## config.mk

```make
export PLATFORM = sky130hd
export DESIGN_NAME = led_pattern_envelope_unit_flat
export DESIGN_NICKNAME = d
export VERILOG_FILES = /design/src/hw/rtl/lpe_pkg.sv /design/src/hw/rtl/lpe_if.sv /design/src/hw/rtl/lpe_ramp.sv /design/src/hw/rtl/led_pattern_envelope_unit.sv /design/src/flat_wrapper.sv
export SDC_FILE = /design/constraint.sdc
export NUM_CORES = 1
export LEC_CHECK = 0
export BUFFER_PORTS_ARGS = -buffer_cell sky130_fd_sc_hd__buf_2
export CELL_PAD_IN_SITES_DETAIL_PLACEMENT = 2
export CELL_PAD_IN_SITES_GLOBAL_PLACEMENT = 2
export CORE_ASPECT_RATIO = 1.75
export CORE_MARGIN = 2
export CORE_UTILIZATION = 39
export DETAILED_ROUTE_END_ITERATION = 8
export PLACE_DENSITY = 0.87
export SYNTH_ARGS = -nofsm -noshare
export SYNTH_HDL_FRONTEND = slang
export SYNTH_HIERARCHICAL = 1
export SYNTH_SLANG_ARGS = --single-unit
```

## constraint.sdc

```tcl
create_clock -name clk -period 9.2 [get_ports clk]
set_clock_uncertainty 0.1 [all_clocks]
set_input_delay 1.84 -clock clk [delete_from_list [all_inputs] [get_ports clk]]
set_output_delay 1.84 -clock clk [all_outputs]
set_load 0.02 [all_outputs]
```

## src/hw/rtl/lpe_pkg.sv

```systemverilog
`default_nettype none

package lpe_pkg;

	// Field widths
	localparam int ADV_W   = 8;
	localparam int LEVEL_W = 8;
	localparam int RGB_W   = 24;
	localparam int PHASE_W = 12;
	localparam int PROG_W  = 11;
	localparam int PROD_W  = LEVEL_W + PROG_W;
	localparam int CFG_IDX_W = 2;

	// Default for the animation frame interval
	localparam int FRAME_INTERVAL_MS_DEF = 30;

	// Pattern periods in ms
	localparam logic [PHASE_W-1:0] PERIOD_HEART = PHASE_W'(2000);
	localparam logic [PHASE_W-1:0] PERIOD_AMBER = PHASE_W'(2600);
	localparam logic [PHASE_W-1:0] PERIOD_RED   = PHASE_W'(1200);

	// Default peaks when the peak register is zero
	localparam logic [LEVEL_W-1:0] PEAK_DEF_HEART = LEVEL_W'(32);
	localparam logic [LEVEL_W-1:0] PEAK_DEF_AMBER = LEVEL_W'(48);
	localparam logic [LEVEL_W-1:0] PEAK_DEF_RED   = LEVEL_W'(96);

	localparam logic [RGB_W-1:0] WHITE_RGB = 24'hFF_FFFF;

	// Reciprocal constants: q = (n * MAGIC) >> MAGIC_SHIFT is exact for n < 2^19
	localparam int MAGIC_SHIFT = 30;
	localparam int MAGIC_W     = 23;
	localparam int QFULL_W     = PROD_W + MAGIC_W;
	localparam longint MAGIC_150_L  = ((64'd1 << MAGIC_SHIFT) + 64'd149) / 64'd150;
	localparam longint MAGIC_200_L  = ((64'd1 << MAGIC_SHIFT) + 64'd199) / 64'd200;
	localparam longint MAGIC_1300_L = ((64'd1 << MAGIC_SHIFT) + 64'd1299) / 64'd1300;
	localparam logic [MAGIC_W-1:0] MAGIC_150  = MAGIC_W'(MAGIC_150_L);
	localparam logic [MAGIC_W-1:0] MAGIC_200  = MAGIC_W'(MAGIC_200_L);
	localparam logic [MAGIC_W-1:0] MAGIC_1300 = MAGIC_W'(MAGIC_1300_L);

	typedef enum logic [2:0] {
		MODE_OFF   = 3'd0,
		MODE_SOLID = 3'd1,
		MODE_HEART = 3'd2,
		MODE_AMBER = 3'd3,
		MODE_RED   = 3'd4
	} mode_t;

	typedef enum logic [CFG_IDX_W-1:0] {
		REG_MODE = 2'd0,
		REG_RGB  = 2'd1,
		REG_PEAK = 2'd2
	} reg_idx_t;

	typedef enum logic [1:0] {
		SPAN_150  = 2'd0,
		SPAN_200  = 2'd1,
		SPAN_1300 = 2'd2
	} span_t;

	// One ramp evaluation: base +/- (mag * progress) / span
	typedef struct packed {
		logic [LEVEL_W-1:0] base;
		logic [LEVEL_W-1:0] mag;
		logic               neg;
		logic [PROG_W-1:0]  progress;
		span_t              span;
	} ramp_req_t;

	// Side information that travels with the ramp
	typedef struct packed {
		logic             eval;
		logic [RGB_W-1:0] rgb;
	} item_tag_t;

endpackage

`default_nettype wire

```

## src/hw/rtl/lpe_if.sv

```systemverilog
`default_nettype none

interface lpe_tick_if;
	logic                          valid;
	logic                          ready;
	logic [lpe_pkg::ADV_W-1:0]     advance_ms;

	modport source (output valid, output advance_ms, input ready);
	modport sink (input valid, input advance_ms, output ready);
endinterface

interface lpe_result_if;
	logic                          valid;
	logic                          ready;
	logic [lpe_pkg::LEVEL_W-1:0]   level;
	logic [lpe_pkg::RGB_W-1:0]     pixel_rgb;

	modport source (output valid, output level, output pixel_rgb, input ready);
	modport sink (input valid, input level, input pixel_rgb, output ready);
endinterface

`default_nettype wire

```

## src/hw/rtl/lpe_ramp.sv

```systemverilog
`default_nettype none

// Two-stage ramp arithmetic: product, then division by the span constant
module lpe_ramp (
	input  wire logic                        clk,
	input  wire logic                        arst_n,
	input  wire logic                        adv,
	input  wire logic                        req_valid,
	input  wire lpe_pkg::ramp_req_t          req,
	input  wire lpe_pkg::item_tag_t          req_tag,
	output logic                             res_valid,
	output logic [lpe_pkg::LEVEL_W-1:0]      res_level,
	output lpe_pkg::item_tag_t               res_tag
);

	logic                              valid_s3;
	logic [lpe_pkg::PROD_W-1:0]        prod_s3;
	logic [lpe_pkg::LEVEL_W-1:0]       base_s3;
	logic                              neg_s3;
	lpe_pkg::span_t                    span_s3;
	lpe_pkg::item_tag_t                tag_s3;

	logic                              valid_s4;
	logic [lpe_pkg::LEVEL_W-1:0]       q_s4;
	logic [lpe_pkg::LEVEL_W-1:0]       base_s4;
	logic                              neg_s4;
	lpe_pkg::item_tag_t                tag_s4;

	logic [lpe_pkg::MAGIC_W-1:0]       magic;
	logic [lpe_pkg::QFULL_W-1:0]       qfull;

	// Valid bits
	always_ff @(posedge clk or negedge arst_n) begin
		if (!arst_n) begin
			valid_s3 <= 1'b0;
			valid_s4 <= 1'b0;
		end else if (adv) begin
			valid_s3 <= req_valid;
			valid_s4 <= valid_s3;
		end
	end

	// Stage 3: magnitude times progress
	always_ff @(posedge clk) begin
		if (adv) begin
			prod_s3 <= lpe_pkg::PROD_W'(req.mag) * lpe_pkg::PROD_W'(req.progress);
			base_s3 <= req.base;
			neg_s3  <= req.neg;
			span_s3 <= req.span;
			tag_s3  <= req_tag;
		end
	end

	// Pick the reciprocal of the span
	always_comb begin
		case (span_s3)
			lpe_pkg::SPAN_150:  magic = lpe_pkg::MAGIC_150;
			lpe_pkg::SPAN_200:  magic = lpe_pkg::MAGIC_200;
			lpe_pkg::SPAN_1300: magic = lpe_pkg::MAGIC_1300;
			default:            magic = lpe_pkg::MAGIC_150;
		endcase
	end

	assign qfull = lpe_pkg::QFULL_W'(prod_s3) * lpe_pkg::QFULL_W'(magic);

	// Stage 4: truncated quotient, never above the level range
	always_ff @(posedge clk) begin
		if (adv) begin
			q_s4    <= qfull[lpe_pkg::MAGIC_SHIFT +: lpe_pkg::LEVEL_W];
			base_s4 <= base_s3;
			neg_s4  <= neg_s3;
			tag_s4  <= tag_s3;
		end
	end

	// Result stays between the two ramp ends, so no clamp is needed
	assign res_level = neg_s4 ? (base_s4 - q_s4) : (base_s4 + q_s4);
	assign res_valid = valid_s4;
	assign res_tag   = tag_s4;

endmodule

`default_nettype wire

```

## src/hw/rtl/led_pattern_envelope_unit.sv

```systemverilog
// LED strip brightness envelope unit.
// Channels: "tick" carries one transaction per elapsed-time report (advance_ms);
// "result" carries a (level, pixel_rgb) transaction whenever the shown level or
// colour changes. A tick that changes nothing produces no result transaction.
// Configuration: write cfg_data to register cfg_index (0 mode, 1 rgb_value,
// 2 peak_brightness) with cfg_we high; any such write restarts the pattern.
// Write configuration only while no tick is in flight.
// Path: the tick passes five registers (input state update, segment select,
// product, reciprocal divide, output), the first loaded at the taking edge.
// Throughput: one tick per cycle; the pipeline and the output register all
// advance together, so the rate is set by how fast "result" is drained.
// Stall: while a result waits with ready low, the pipeline holds and tick.ready
// drops; ticks without a result never cause a stall.
// Reset (arst_n low): mode off, colour and peak zero, phase zero, a frame due,
// last output known as blank; no result is pending.
`default_nettype none

module led_pattern_envelope_unit #(
	parameter int FRAME_INTERVAL_MS = lpe_pkg::FRAME_INTERVAL_MS_DEF
) (
	input  wire logic                          clk,
	input  wire logic                          arst_n,
	lpe_tick_if.sink                           tick,
	lpe_result_if.source                       result,
	input  wire logic                          cfg_we,
	input  wire logic [lpe_pkg::CFG_IDX_W-1:0] cfg_index,
	input  wire logic [lpe_pkg::RGB_W-1:0]     cfg_data
);

	localparam int SinceW = $clog2(FRAME_INTERVAL_MS + 1);
	localparam int SumW   = ((SinceW > lpe_pkg::ADV_W) ? SinceW : lpe_pkg::ADV_W) + 1;
	localparam logic [SinceW-1:0] FrameSince = SinceW'(FRAME_INTERVAL_MS);
	localparam logic [SumW-1:0]   FrameSum   = SumW'(FRAME_INTERVAL_MS);

	// Configuration registers
	logic [2:0]                        mode_q;
	logic [lpe_pkg::RGB_W-1:0]         rgb_q;
	logic [lpe_pkg::LEVEL_W-1:0]       peak_q;

	// Pattern state
	logic [lpe_pkg::PHASE_W-1:0]       phase_q;
	logic [SinceW-1:0]                 since_q;
	logic [lpe_pkg::LEVEL_W-1:0]       shown_level_q;
	logic [lpe_pkg::RGB_W-1:0]         shown_rgb_q;
	logic                              shown_known_q;

	// Output register
	logic                              out_valid_q;
	logic [lpe_pkg::LEVEL_W-1:0]       out_level_q;
	logic [lpe_pkg::RGB_W-1:0]         out_rgb_q;

	// Stage 1
	logic                              valid_s1;
	logic                              eval_s1;
	logic [lpe_pkg::PHASE_W-1:0]       phase_s1;
	logic [2:0]                        mode_s1;

	// Stage 2
	logic                              valid_s2;
	lpe_pkg::ramp_req_t                req_s2;
	lpe_pkg::item_tag_t                tag_s2;

	logic                              adv;
	logic                              take;
	logic                              cfg_hit;
	logic                              animated;
	logic [lpe_pkg::PHASE_W-1:0]       period;
	logic [lpe_pkg::PHASE_W-1:0]       ph_sum;
	logic [lpe_pkg::PHASE_W-1:0]       ph_next;
	logic [SumW-1:0]                   since_sum;
	logic [SinceW-1:0]                 since_sat;
	logic                              due;
	logic                              eval_in;

	logic [lpe_pkg::LEVEL_W-1:0]       pk;
	logic [lpe_pkg::LEVEL_W-1:0]       from_v;
	logic [lpe_pkg::LEVEL_W-1:0]       to_v;
	logic [lpe_pkg::PHASE_W-1:0]       prog_v;
	lpe_pkg::span_t                    span_v;
	lpe_pkg::ramp_req_t                req_d;
	lpe_pkg::item_tag_t                tag_d;

	logic                              rv;
	logic [lpe_pkg::LEVEL_W-1:0]       rlevel;
	lpe_pkg::item_tag_t                rtag;
	logic [lpe_pkg::RGB_W-1:0]         show_rgb;
	logic                              emit;

	// Whole pipeline moves when the output register is free or being drained
	assign adv  = !out_valid_q || result.ready;
	assign take = tick.valid && adv;
	assign tick.ready = adv;

	assign cfg_hit = cfg_we && (cfg_index == lpe_pkg::REG_MODE ||
		cfg_index == lpe_pkg::REG_RGB || cfg_index == lpe_pkg::REG_PEAK);

	// Period of the current mode
	always_comb begin
		animated = 1'b1;
		case (mode_q)
			lpe_pkg::MODE_HEART: period = lpe_pkg::PERIOD_HEART;
			lpe_pkg::MODE_AMBER: period = lpe_pkg::PERIOD_AMBER;
			lpe_pkg::MODE_RED:   period = lpe_pkg::PERIOD_RED;
			default: begin
				period   = lpe_pkg::PERIOD_HEART;
				animated = 1'b0;
			end
		endcase
	end

	// Phase wraps with one subtract: phase stays below the period
	assign ph_sum  = phase_q + lpe_pkg::PHASE_W'(tick.advance_ms);
	assign ph_next = (ph_sum >= period) ? (ph_sum - period) : ph_sum;

	// Frame timer saturates at the interval
	assign since_sum = SumW'(since_q) + SumW'(tick.advance_ms);
	assign since_sat = (since_sum >= FrameSum) ? FrameSince : since_sum[SinceW-1:0];
	assign due       = (since_sat == FrameSince);

	// Off and solid evaluate on every tick; unused codes never do
	always_comb begin
		if (mode_q == lpe_pkg::MODE_OFF || mode_q == lpe_pkg::MODE_SOLID) begin
			eval_in = 1'b1;
		end else begin
			eval_in = animated && due;
		end
	end

	// Configuration and pattern state
	always_ff @(posedge clk or negedge arst_n) begin
		if (!arst_n) begin
			mode_q  <= lpe_pkg::MODE_OFF;
			rgb_q   <= '0;
			peak_q  <= '0;
			phase_q <= '0;
			since_q <= FrameSince;
		end else if (cfg_hit) begin
			case (cfg_index)
				lpe_pkg::REG_MODE: mode_q <= cfg_data[2:0];
				lpe_pkg::REG_RGB:  rgb_q  <= cfg_data;
				lpe_pkg::REG_PEAK: peak_q <= cfg_data[lpe_pkg::LEVEL_W-1:0];
				default: ;
			endcase
			phase_q <= '0;
			since_q <= FrameSince;
		end else if (take) begin
			if (animated) begin
				phase_q <= ph_next;
			end
			since_q <= (animated && due) ? '0 : since_sat;
		end
	end

	// Stage 1 register
	always_ff @(posedge clk or negedge arst_n) begin
		if (!arst_n) begin
			valid_s1 <= 1'b0;
		end else if (adv) begin
			valid_s1 <= take;
		end
	end

	always_ff @(posedge clk) begin
		if (adv) begin
			eval_s1  <= eval_in;
			phase_s1 <= animated ? ph_next : phase_q;
			mode_s1  <= mode_q;
		end
	end

	// Segment select: ramp ends and progress for the phase
	always_comb begin
		pk     = peak_q;
		from_v = '0;
		to_v   = '0;
		prog_v = '0;
		span_v = lpe_pkg::SPAN_150;
		tag_d.eval = eval_s1;
		tag_d.rgb  = rgb_q;
		case (mode_s1)
			lpe_pkg::MODE_OFF: begin
				tag_d.rgb = '0;
			end
			lpe_pkg::MODE_SOLID: begin
				from_v = peak_q;
				to_v   = peak_q;
			end
			lpe_pkg::MODE_HEART: begin
				if (peak_q == '0) pk = lpe_pkg::PEAK_DEF_HEART;
				if (rgb_q == '0) tag_d.rgb = lpe_pkg::WHITE_RGB;
				if (phase_s1 < 12'd150) begin
					from_v = 8'd10; to_v = pk; prog_v = phase_s1;
				end else if (phase_s1 < 12'd300) begin
					from_v = pk; to_v = 8'd30; prog_v = phase_s1 - 12'd150;
				end else if (phase_s1 < 12'd450) begin
					from_v = 8'd30; to_v = pk; prog_v = phase_s1 - 12'd300;
				end else if (phase_s1 < 12'd650) begin
					from_v = pk; to_v = 8'd20; prog_v = phase_s1 - 12'd450;
					span_v = lpe_pkg::SPAN_200;
				end else begin
					from_v = 8'd10; to_v = 8'd10;
				end
			end
			lpe_pkg::MODE_AMBER: begin
				if (peak_q == '0) pk = lpe_pkg::PEAK_DEF_AMBER;
				span_v = lpe_pkg::SPAN_1300;
				if (phase_s1 < 12'd1300) begin
					from_v = 8'd8; to_v = pk; prog_v = phase_s1;
				end else begin
					from_v = pk; to_v = 8'd8; prog_v = phase_s1 - 12'd1300;
				end
			end
			lpe_pkg::MODE_RED: begin
				if (peak_q == '0) pk = lpe_pkg::PEAK_DEF_RED;
				if (phase_s1 < 12'd150) begin
					to_v = pk; prog_v = phase_s1;
				end else if (phase_s1 < 12'd300) begin
					from_v = pk; prog_v = phase_s1 - 12'd150;
				end else if (phase_s1 < 12'd600) begin
					from_v = '0;
				end else if (phase_s1 < 12'd750) begin
					to_v = pk; prog_v = phase_s1 - 12'd600;
				end else if (phase_s1 < 12'd900) begin
					from_v = pk; prog_v = phase_s1 - 12'd750;
				end else begin
					from_v = '0;
				end
			end
			default: begin
				tag_d.eval = 1'b0;
			end
		endcase
		req_d.base     = from_v;
		req_d.neg      = (from_v > to_v);
		req_d.mag      = req_d.neg ? (from_v - to_v) : (to_v - from_v);
		req_d.progress = prog_v[lpe_pkg::PROG_W-1:0];
		req_d.span     = span_v;
	end

	// Stage 2 register
	always_ff @(posedge clk or negedge arst_n) begin
		if (!arst_n) begin
			valid_s2 <= 1'b0;
		end else if (adv) begin
			valid_s2 <= valid_s1;
		end
	end

	always_ff @(posedge clk) begin
		if (adv) begin
			req_s2 <= req_d;
			tag_s2 <= tag_d;
		end
	end

	lpe_ramp u_ramp (
		.clk       (clk),
		.arst_n    (arst_n),
		.adv       (adv),
		.req_valid (valid_s2),
		.req       (req_s2),
		.req_tag   (tag_s2),
		.res_valid (rv),
		.res_level (rlevel),
		.res_tag   (rtag)
	);

	// Change detection against the last shown output
	always_comb begin
		show_rgb = (rlevel == '0) ? '0 : rtag.rgb;
		if (rlevel == '0) begin
			emit = !(shown_known_q && shown_level_q == '0);
		end else begin
			emit = !(shown_known_q && shown_level_q == rlevel && shown_rgb_q == rtag.rgb);
		end
	end

	// Output register and shown state
	always_ff @(posedge clk or negedge arst_n) begin
		if (!arst_n) begin
			out_valid_q   <= 1'b0;
			shown_level_q <= '0;
			shown_rgb_q   <= '0;
			shown_known_q <= 1'b1;
		end else if (cfg_hit) begin
			shown_known_q <= 1'b0;
		end else if (adv) begin
			out_valid_q <= rv && rtag.eval && emit;
			if (rv && rtag.eval && emit) begin
				shown_level_q <= rlevel;
				shown_rgb_q   <= show_rgb;
				shown_known_q <= 1'b1;
			end
		end
	end

	always_ff @(posedge clk) begin
		if (adv) begin
			out_level_q <= rlevel;
			out_rgb_q   <= show_rgb;
		end
	end

	assign result.valid     = out_valid_q;
	assign result.level     = out_level_q;
	assign result.pixel_rgb = out_rgb_q;

endmodule

`default_nettype wire
```

## src/flat_wrapper.sv

```systemverilog
// flat-port wrapper written by rule: the top's interface ports become plain ports
module led_pattern_envelope_unit_flat 
#(
	parameter int FRAME_INTERVAL_MS = lpe_pkg::FRAME_INTERVAL_MS_DEF
)
  (clk, arst_n, cfg_we, cfg_index, cfg_data, tick_valid, tick_advance_ms, tick_ready, result_valid, result_level, result_pixel_rgb, result_ready);
  lpe_tick_if tick_i ();
  lpe_result_if result_i ();
  input  wire logic clk;
  input  wire logic arst_n;
  input  wire logic cfg_we;
  input  wire logic [lpe_pkg::CFG_IDX_W-1:0] cfg_index;
  input  wire logic [lpe_pkg::RGB_W-1:0] cfg_data;
  input wire logic [$bits(tick_i.valid)-1:0] tick_valid;
  input wire logic [$bits(tick_i.advance_ms)-1:0] tick_advance_ms;
  output wire logic [$bits(tick_i.ready)-1:0] tick_ready;
  output wire logic [$bits(result_i.valid)-1:0] result_valid;
  output wire logic [$bits(result_i.level)-1:0] result_level;
  output wire logic [$bits(result_i.pixel_rgb)-1:0] result_pixel_rgb;
  input wire logic [$bits(result_i.ready)-1:0] result_ready;
  assign tick_i.valid = tick_valid;
  assign tick_i.advance_ms = tick_advance_ms;
  assign tick_ready = tick_i.ready;
  assign result_valid = result_i.valid;
  assign result_level = result_i.level;
  assign result_pixel_rgb = result_i.pixel_rgb;
  assign result_i.ready = result_ready;
  led_pattern_envelope_unit #(.FRAME_INTERVAL_MS(FRAME_INTERVAL_MS)) u_core (.clk(clk), .arst_n(arst_n), .tick(tick_i), .result(result_i), .cfg_we(cfg_we), .cfg_index(cfg_index), .cfg_data(cfg_data));
endmodule
```

==> impl_metrics.py, run 1 <==
metrics = {
    "run_status": {
        "status": "finished clean",
    },
    "setup_path": {
        "cp.arrival_ns": 7.87,
        "cp.required_ns": 9.45,
        "crit_type": "flop to flop",
        "cpMaxStageDelayCell": "ha_1",
        "cp-end-kind": "flop",
        "path_max_fanout": 19,
        "slowest_delay_ns": 0.78,
        "crit_chain": "inv_1 -> ha_1 -> nand2b_1 -> inv_1 -> fa_1 -> inv_1 -> fa_1 -> inv_1 -> fa_1 -> fa_1 -> fa_1 -> inv_1 -> fa_1 -> inv_1 -> ha_1 -> nand3_1 -> nor3_1 -> o2111ai_1 -> a311oi_1 -> nor3_1 -> o21ai_0 -> xor2_1",
        "start_kind": "flop",
    },
    "clock_tree": {
        "clk_latency_ns": 0.62,
        "cts-htree-levels": 1,
        "cts_tree": "built",
        "clk_path_buf_depth": 3,
        "cts_setup_buffers": 0,
        "cts_buffers": 28,
        "post_cts_resized": 0,
        "ctsHoldBuffers": 0,
        "clk_pin_slew_ns": 0.07,
        "clock_sinks": 290,
        "cts_root_buf": "clkbuf_16",
    },
    "drt": {
        "drt_iter0_drc": 1154,
        "dr.pass1.iters": 5,
        "drc_errors": 0,
        "num_vias": 21300,
        "post_drt_wl_per_cell_um": 28.9,
        "routed_via_density": 5.73,
        "final_antenna_net_count": 0,
        "drt-total-wl_um": 108000,
    },
    "placed_design": {
        "dp_hpwl_um": 83600,
        "numPortBuffers": 72,
        "gp_congestion": 1.01,
        "dp.cells": 3667,
    },
    "final_layout": {
        "nFillCells": 7553,
        "multi_input_area_mm2": 0.0175,
        "insertedDiodeCount": 0,
        "seq_area_mm2": 0.00826,
        "drive_gt1_share_pct": 7.80,
        "final_cells": 3719,
        "area_delta_synth_final_pct": 8.41,
        "nets": 3409,
    },
    "die": {
        "die_x_um": 208,
        "ios": 73,
        "initial_utilization_pct": 39.4,
        "die_h_um": 360,
        "die_area_mm2": 0.0748,
        "core_area_mm2": 0.0719,
        "fp-row-count": 130,
    },
    "synth": {
        "ys_ff_latch": 290,
        "synthCells": 2727,
        "synthTopCellsByArea": "fa_1 23%, edfxtp_1 21%, ha_1 12%",
        "synth_top_cells_by_count": "589 x inv_1, 331 x fa_1, 266 x ha_1",
        "synth_edf_count": 200,
        "synth_most_common_cell": "inv_1",
        "synth-main-ff-cell": "edfxtp_1",
        "seq_area_frac_synth_pct": 29.2,
        "synth_nets": 3363,
        "yosysTopAreaCellShare_pct": 23.4,
        "synth.distinct_cells": 89,
        "synthArstFlopShare_pct": 31.0,
        "syn_avg_cell_area_um2": 10.4,
        "yosys.area.top_type": "fa_1",
        "synth_warnings": 6,
        "mappedNetlistArea_mm2": 0.0283,
    },
    "sta": {
        "setup_tns_ns": 0,
        "finalCritPeriodShare_pct": 82.9,
        "drv_slew": 0,
        "setup_viol": 0,
        "slew_headroom_pct": 9.26,
        "hold_viol_final": 0,
        "worst_pin_slew_ns": 1.36,
        "rsz0062_at_grt": "no",
        "fmax_mhz": 131,
        "min_period_ns": 7.62,
    },
    "job": {
        "timing.max_cap.violations": 0,
    },
    "grt": {
        "grt_max_degree": 73,
        "grt-ovfl-total": 0,
        "antenna_found_initial": 0,
        "track_usage_pct": 29.0,
        "grt_pass1_wl_um": 163000,
        "grt_pass1_vias": 25700,
    },
    "worst_hold_path": {
        "hold_path_class": "flop to flop",
    },
}
[layout make-up]
class                   count  area share, %
well taps                 924           3.77
inverters                 591           7.23
clock inverters            22           1.03
multi-input cells        1775           57.2
repair buffers             87           1.55
flip-flops and latches    290           26.9
clock buffers              30           2.34
[critical path: cells and delay by family (launching register included)]
| family | cells | cell delay, ns |
|---|---|---|
| adders and majority gates | 8 | 4.20 |
| and+or+nand+nor | 4 | 1.01 |
| AOI/OAI and AO/OA | 3 | 0.92 |
| buffers and inverters | 6 | 0.56 |
| DFF | 1 | 0.44 |
| xor gates and xnor gates | 1 | 0.12 |
[path summary, 6_finish.rpt]
| check | startpoint | endpoint | slack (ns) | cells past startpoint |
|---|---|---|---|---|
| max | u_core/u_ramp/span_s3[1]$_DFFE_PP_ | u_core/u_ramp/q_s4[4]$_DFFE_PP_ | 1.58 | 22 |
| min | u_core/tag_s2[12]$_DFFE_PN_ | u_core/u_ramp/tag_s3[12]$_DFFE_PP_ | 0.32 | 0 |
| max reg2reg | u_core/u_ramp/span_s3[1]$_DFFE_PP_ | u_core/u_ramp/q_s4[4]$_DFFE_PP_ | 1.58 | 22 |
| min reg2reg | u_core/tag_s2[12]$_DFFE_PN_ | u_core/u_ramp/tag_s3[12]$_DFFE_PP_ | 0.32 | 0 |
| max in group asynchronous | arst_n | u_core/phase_q[6]$_DFFE_PN0P_ | 6.69 | 2 |
| min in group asynchronous | arst_n | u_core/shown_rgb_q[14]$_DFFE_PN0P_ | 1.12 | 1 |
[per-stage QoR]
step                      utilization, %  area, µm²  hold WS [ns]  setup slack (ns)
after CTS                           42.7      30700         0.327              1.52
after floorplan                        -      28300         0.300              2.66
after global routing                42.7      30700         0.326              1.21
after global placement              41.2      29700         0.301              1.78
final                               42.7      30700         0.321              1.58
after detailed placement            41.2      29700         0.306              1.56
[logic make-up (layout without fill, tap and decap cells)]
family,after synthesis,in the layout,share of synthesized area [%]
buf+inv,662,730,8.90
fa+ha+maj,597,597,35.2
simple gates,577,577,10.6
compound gates,448,448,11.0
flops,290,290,29.2
xor+xnor,96,96,2.97
mux,57,57,2.21
[layout by cell type, fill, tap and decap left out, types with 7 or more instances in the layout]
cell type and n:
inv_1 589, fa_1 331, ha_1 266, edfxtp_1 200, nand2_1 150, and2_1 110
a21oi_1 106, nor2_1 94, dfrtp_1 85, buf_2 71, o21ai_0 65, xnor2_1 55
o21a_1 47, mux2_2 43, xor2_1 41, nand3_1 37, nand2b_1 37, nor3_1 31
a21o_1 30, clkbuf_16 28, a22o_1 26, nor2b_1 24, nor4_1 24, a211oi_1 21
nand4_1 17, buf_4 16, a31oi_1 16, o211ai_1 14, mux2i_1 14, o31ai_1 10
o2bb2ai_1 10, o21bai_1 9, o22ai_1 8, and3_1 8, or3_1 7, o311ai_0 7
[metal layers]
| layer | up-vias | share of wire (%) | track usage (%) |
|---|---|---|---|
| met5 | - | 0 | 0 |
| met4 | 0 | 11 | 26.0 |
| met3 | 442 | 2.9 | 3.10 |
| met2 | 661 | 56 | 57.1 |
| met1 | 11100 | 31 | 25.3 |
| li1 | 9080 | - | - |
[state kept, by name, summed over array words and instances, names as in the netlist, 19 cells and up]
| register | count |
|---|---|
| u_core/shown_rgb_q | 24 |
| u_core/result.pixel_rgb | 24 |
| u_core/u_ramp/res_tag | 25 |
| u_core/u_ramp/prod_s3 | 19 |
| u_core/req_s2 | 30 |
| u_core/u_ramp/tag_s3 | 25 |
| u_core/rgb_q | 24 |
| u_core/tag_s2 | 25 |
Power of run 1 is left out: the tool's default activity adds up to more than one toggle a clock period on the data nets, which glitch-free logic cannot reach.
==> inputs of run 2 (changes only) <==
- CORE_UTILIZATION: 39 -> 43
- PLACE_DENSITY: 0.87 -> 0.91
- clock period: 9.2 -> 7.6 ns (I/O delays scaled with it)
==> impl_metrics.py, run 2 (synthesis gave the netlist of run 1 again) <==
metrics = {
    "drt": {
        "post_drt_wl_per_cell_um": 34.7,
        "final_antenna_net_count": 0,
        "dr.pass1.iters": 5,
        "num_vias": 22700,
        "routed_via_density": 6.23,
        "drt_iter0_drc": 1608,
        "drt-total-wl_um": 126000,
        "drc_errors": 0,
    },
    "grt": {
        "grt_max_degree": 79,
        "grt_pass1_wl_um": 184000,
        "grt_pass1_vias": 27200,
        "track_usage_pct": 38.0,
        "grt-ovfl-total": 0,
        "antenna_found_initial": 4,
    },
    "final_layout": {
        "largest_reg_flops": 30,
        "final_common_cell": "inv_1",
        "nets": 3427,
        "area_delta_synth_final_pct": 8.49,
        "top_register": "u_core/req_s2",
        "postLayoutCoreUtil_pct": 47.1,
        "drive_gt1_share_pct": 8.39,
        "layout_common_cells": "589 x inv_1, 329 x fa_1, 263 x ha_1",
    },
    "setup_path": {
        "cp.required_ns": 7.87,
        "slowest_delay_ns": 0.68,
        "path_max_fanout": 16,
        "cp_num_buf_inv": 7,
        "cp-end-kind": "flop",
        "crit_chain": "inv_1 -> ha_1 -> buf_4 -> nand2b_1 -> inv_1 -> fa_1 -> inv_1 -> fa_1 -> fa_1 -> inv_1 -> fa_1 -> fa_1 -> inv_1 -> fa_1 -> inv_1 -> ha_1 -> a21o_1 -> a21o_1 -> a21oi_1 -> o211ai_1 -> o21ai_0 -> a21oi_1 -> o311a_1",
        "crit_type": "flop to flop",
        "crit_family": "adder cells",
        "start_kind": "flop",
        "cp.arrival_ns": 7.63,
        "cpMaxStageDelayCell": "fa_1",
    },
    "clock_tree": {
        "cts_buffers": 29,
        "cts_setup_buffers": 0,
        "clk_path_buf_depth": 3,
        "cts_tree": "built",
        "cts-htree-levels": 1,
        "ctsHoldBuffers": 0,
        "post_cts_resized": 0,
        "clk_latency_ns": 0.62,
        "clock_sinks": 290,
        "cts_root_buf": "clkbuf_16",
        "clk_pin_slew_ns": 0.07,
    },
    "sta": {
        "slew_headroom_pct": 13.1,
        "worst_pin_slew_ns": 1.30,
        "rsz0062_at_grt": "no",
        "setup_viol": 0,
        "setup_tns_ns": 0,
        "fmax_mhz": 136,
        "hold_viol_final": 0,
        "finalCritPeriodShare_pct": 96.9,
        "min_period_ns": 7.36,
        "drv_slew": 0,
    },
    "job": {
        "timing.max_cap.violations": 0,
    },
    "placed_design": {
        "gp_congestion": 0.986,
        "dp_hpwl_um": 89000,
        "numPortBuffers": 72,
    },
    "run_status": {
        "status": "finished clean",
    },
    "die": {
        "die_area_mm2": 0.0680,
        "initial_utilization_pct": 43.4,
        "core_area_mm2": 0.0652,
        "die_x_um": 198,
        "die_h_um": 343,
        "ios": 73,
        "fp-row-count": 124,
    },
    "worst_hold_path": {
        "hold_path_class": "flop to flop",
    },
}
## run 2: area by class of cell
cell class / instances / area, µm²
clock inverters: 21 / 269
flip-flops and latches: 290 / 8260
clock buffers: 33 / 741
well taps: 819 / 1020
repair buffers: 104 / 614
multi-input cells: 1775 / 17600
inverters: 591 / 2220
diodes: 1 / 2.50
fillers: 6636 / 34500
## run 2: stage by stage
step	setup slack (ns)	instance area [µm²]	instances	hold slack [ns]
6_report	0.235	30700	3634	0.293
5_1_grt	0.0187	30700	3633	0.300
4_1_cts	0.00528	30600	3632	0.292
3_5_place_dp	0.126	29600	3578	0.307
3_3_place_gp	0.419	29600	3578	0.300
2_1_floorplan	1.25	28300	2727	0.300
## run 2: worst register-to-register path: cells and delay by family (launching register included)
kind	cells	cell delay, ns
flip-flops	1	0.47
AND/OR/NAND/NOR	1	0.20
buffers and inverters	7	0.88
adder cells (fa/ha/maj)	8	3.73
AO/OA/AOI/OAI	7	1.78
## run 2: final timing paths
check                                              startpoint                            endpoint  slack (ns)  cells after the start
max in group asynchronous                              arst_n      u_core/phase_q[10]$_DFFE_PN0P_        5.30                      2
min in group asynchronous                              arst_n  u_core/shown_rgb_q[15]$_DFFE_PN0P_        0.77                      1
hold / removal                    u_core/req_s2[29]$_DFFE_PN_  u_core/u_ramp/base_s3[7]$_DFFE_PP_        0.29                      0
hold reg to reg                   u_core/req_s2[29]$_DFFE_PN_  u_core/u_ramp/base_s3[7]$_DFFE_PP_        0.29                      0
setup / recovery           u_core/u_ramp/span_s3[0]$_DFFE_PP_     u_core/u_ramp/q_s4[5]$_DFFE_PP_        0.24                     23
setup reg to reg           u_core/u_ramp/span_s3[0]$_DFFE_PP_     u_core/u_ramp/q_s4[5]$_DFFE_PP_        0.24                     23
## run 2: routing by layer
layer	GRT usage (%)	share of wire (%)
met4	39.9	13
met1	32.4	29
met2	69.5	52
met3	8.30	5.4
met5	0	0.030
Power of run 2 is left out for the same reason.
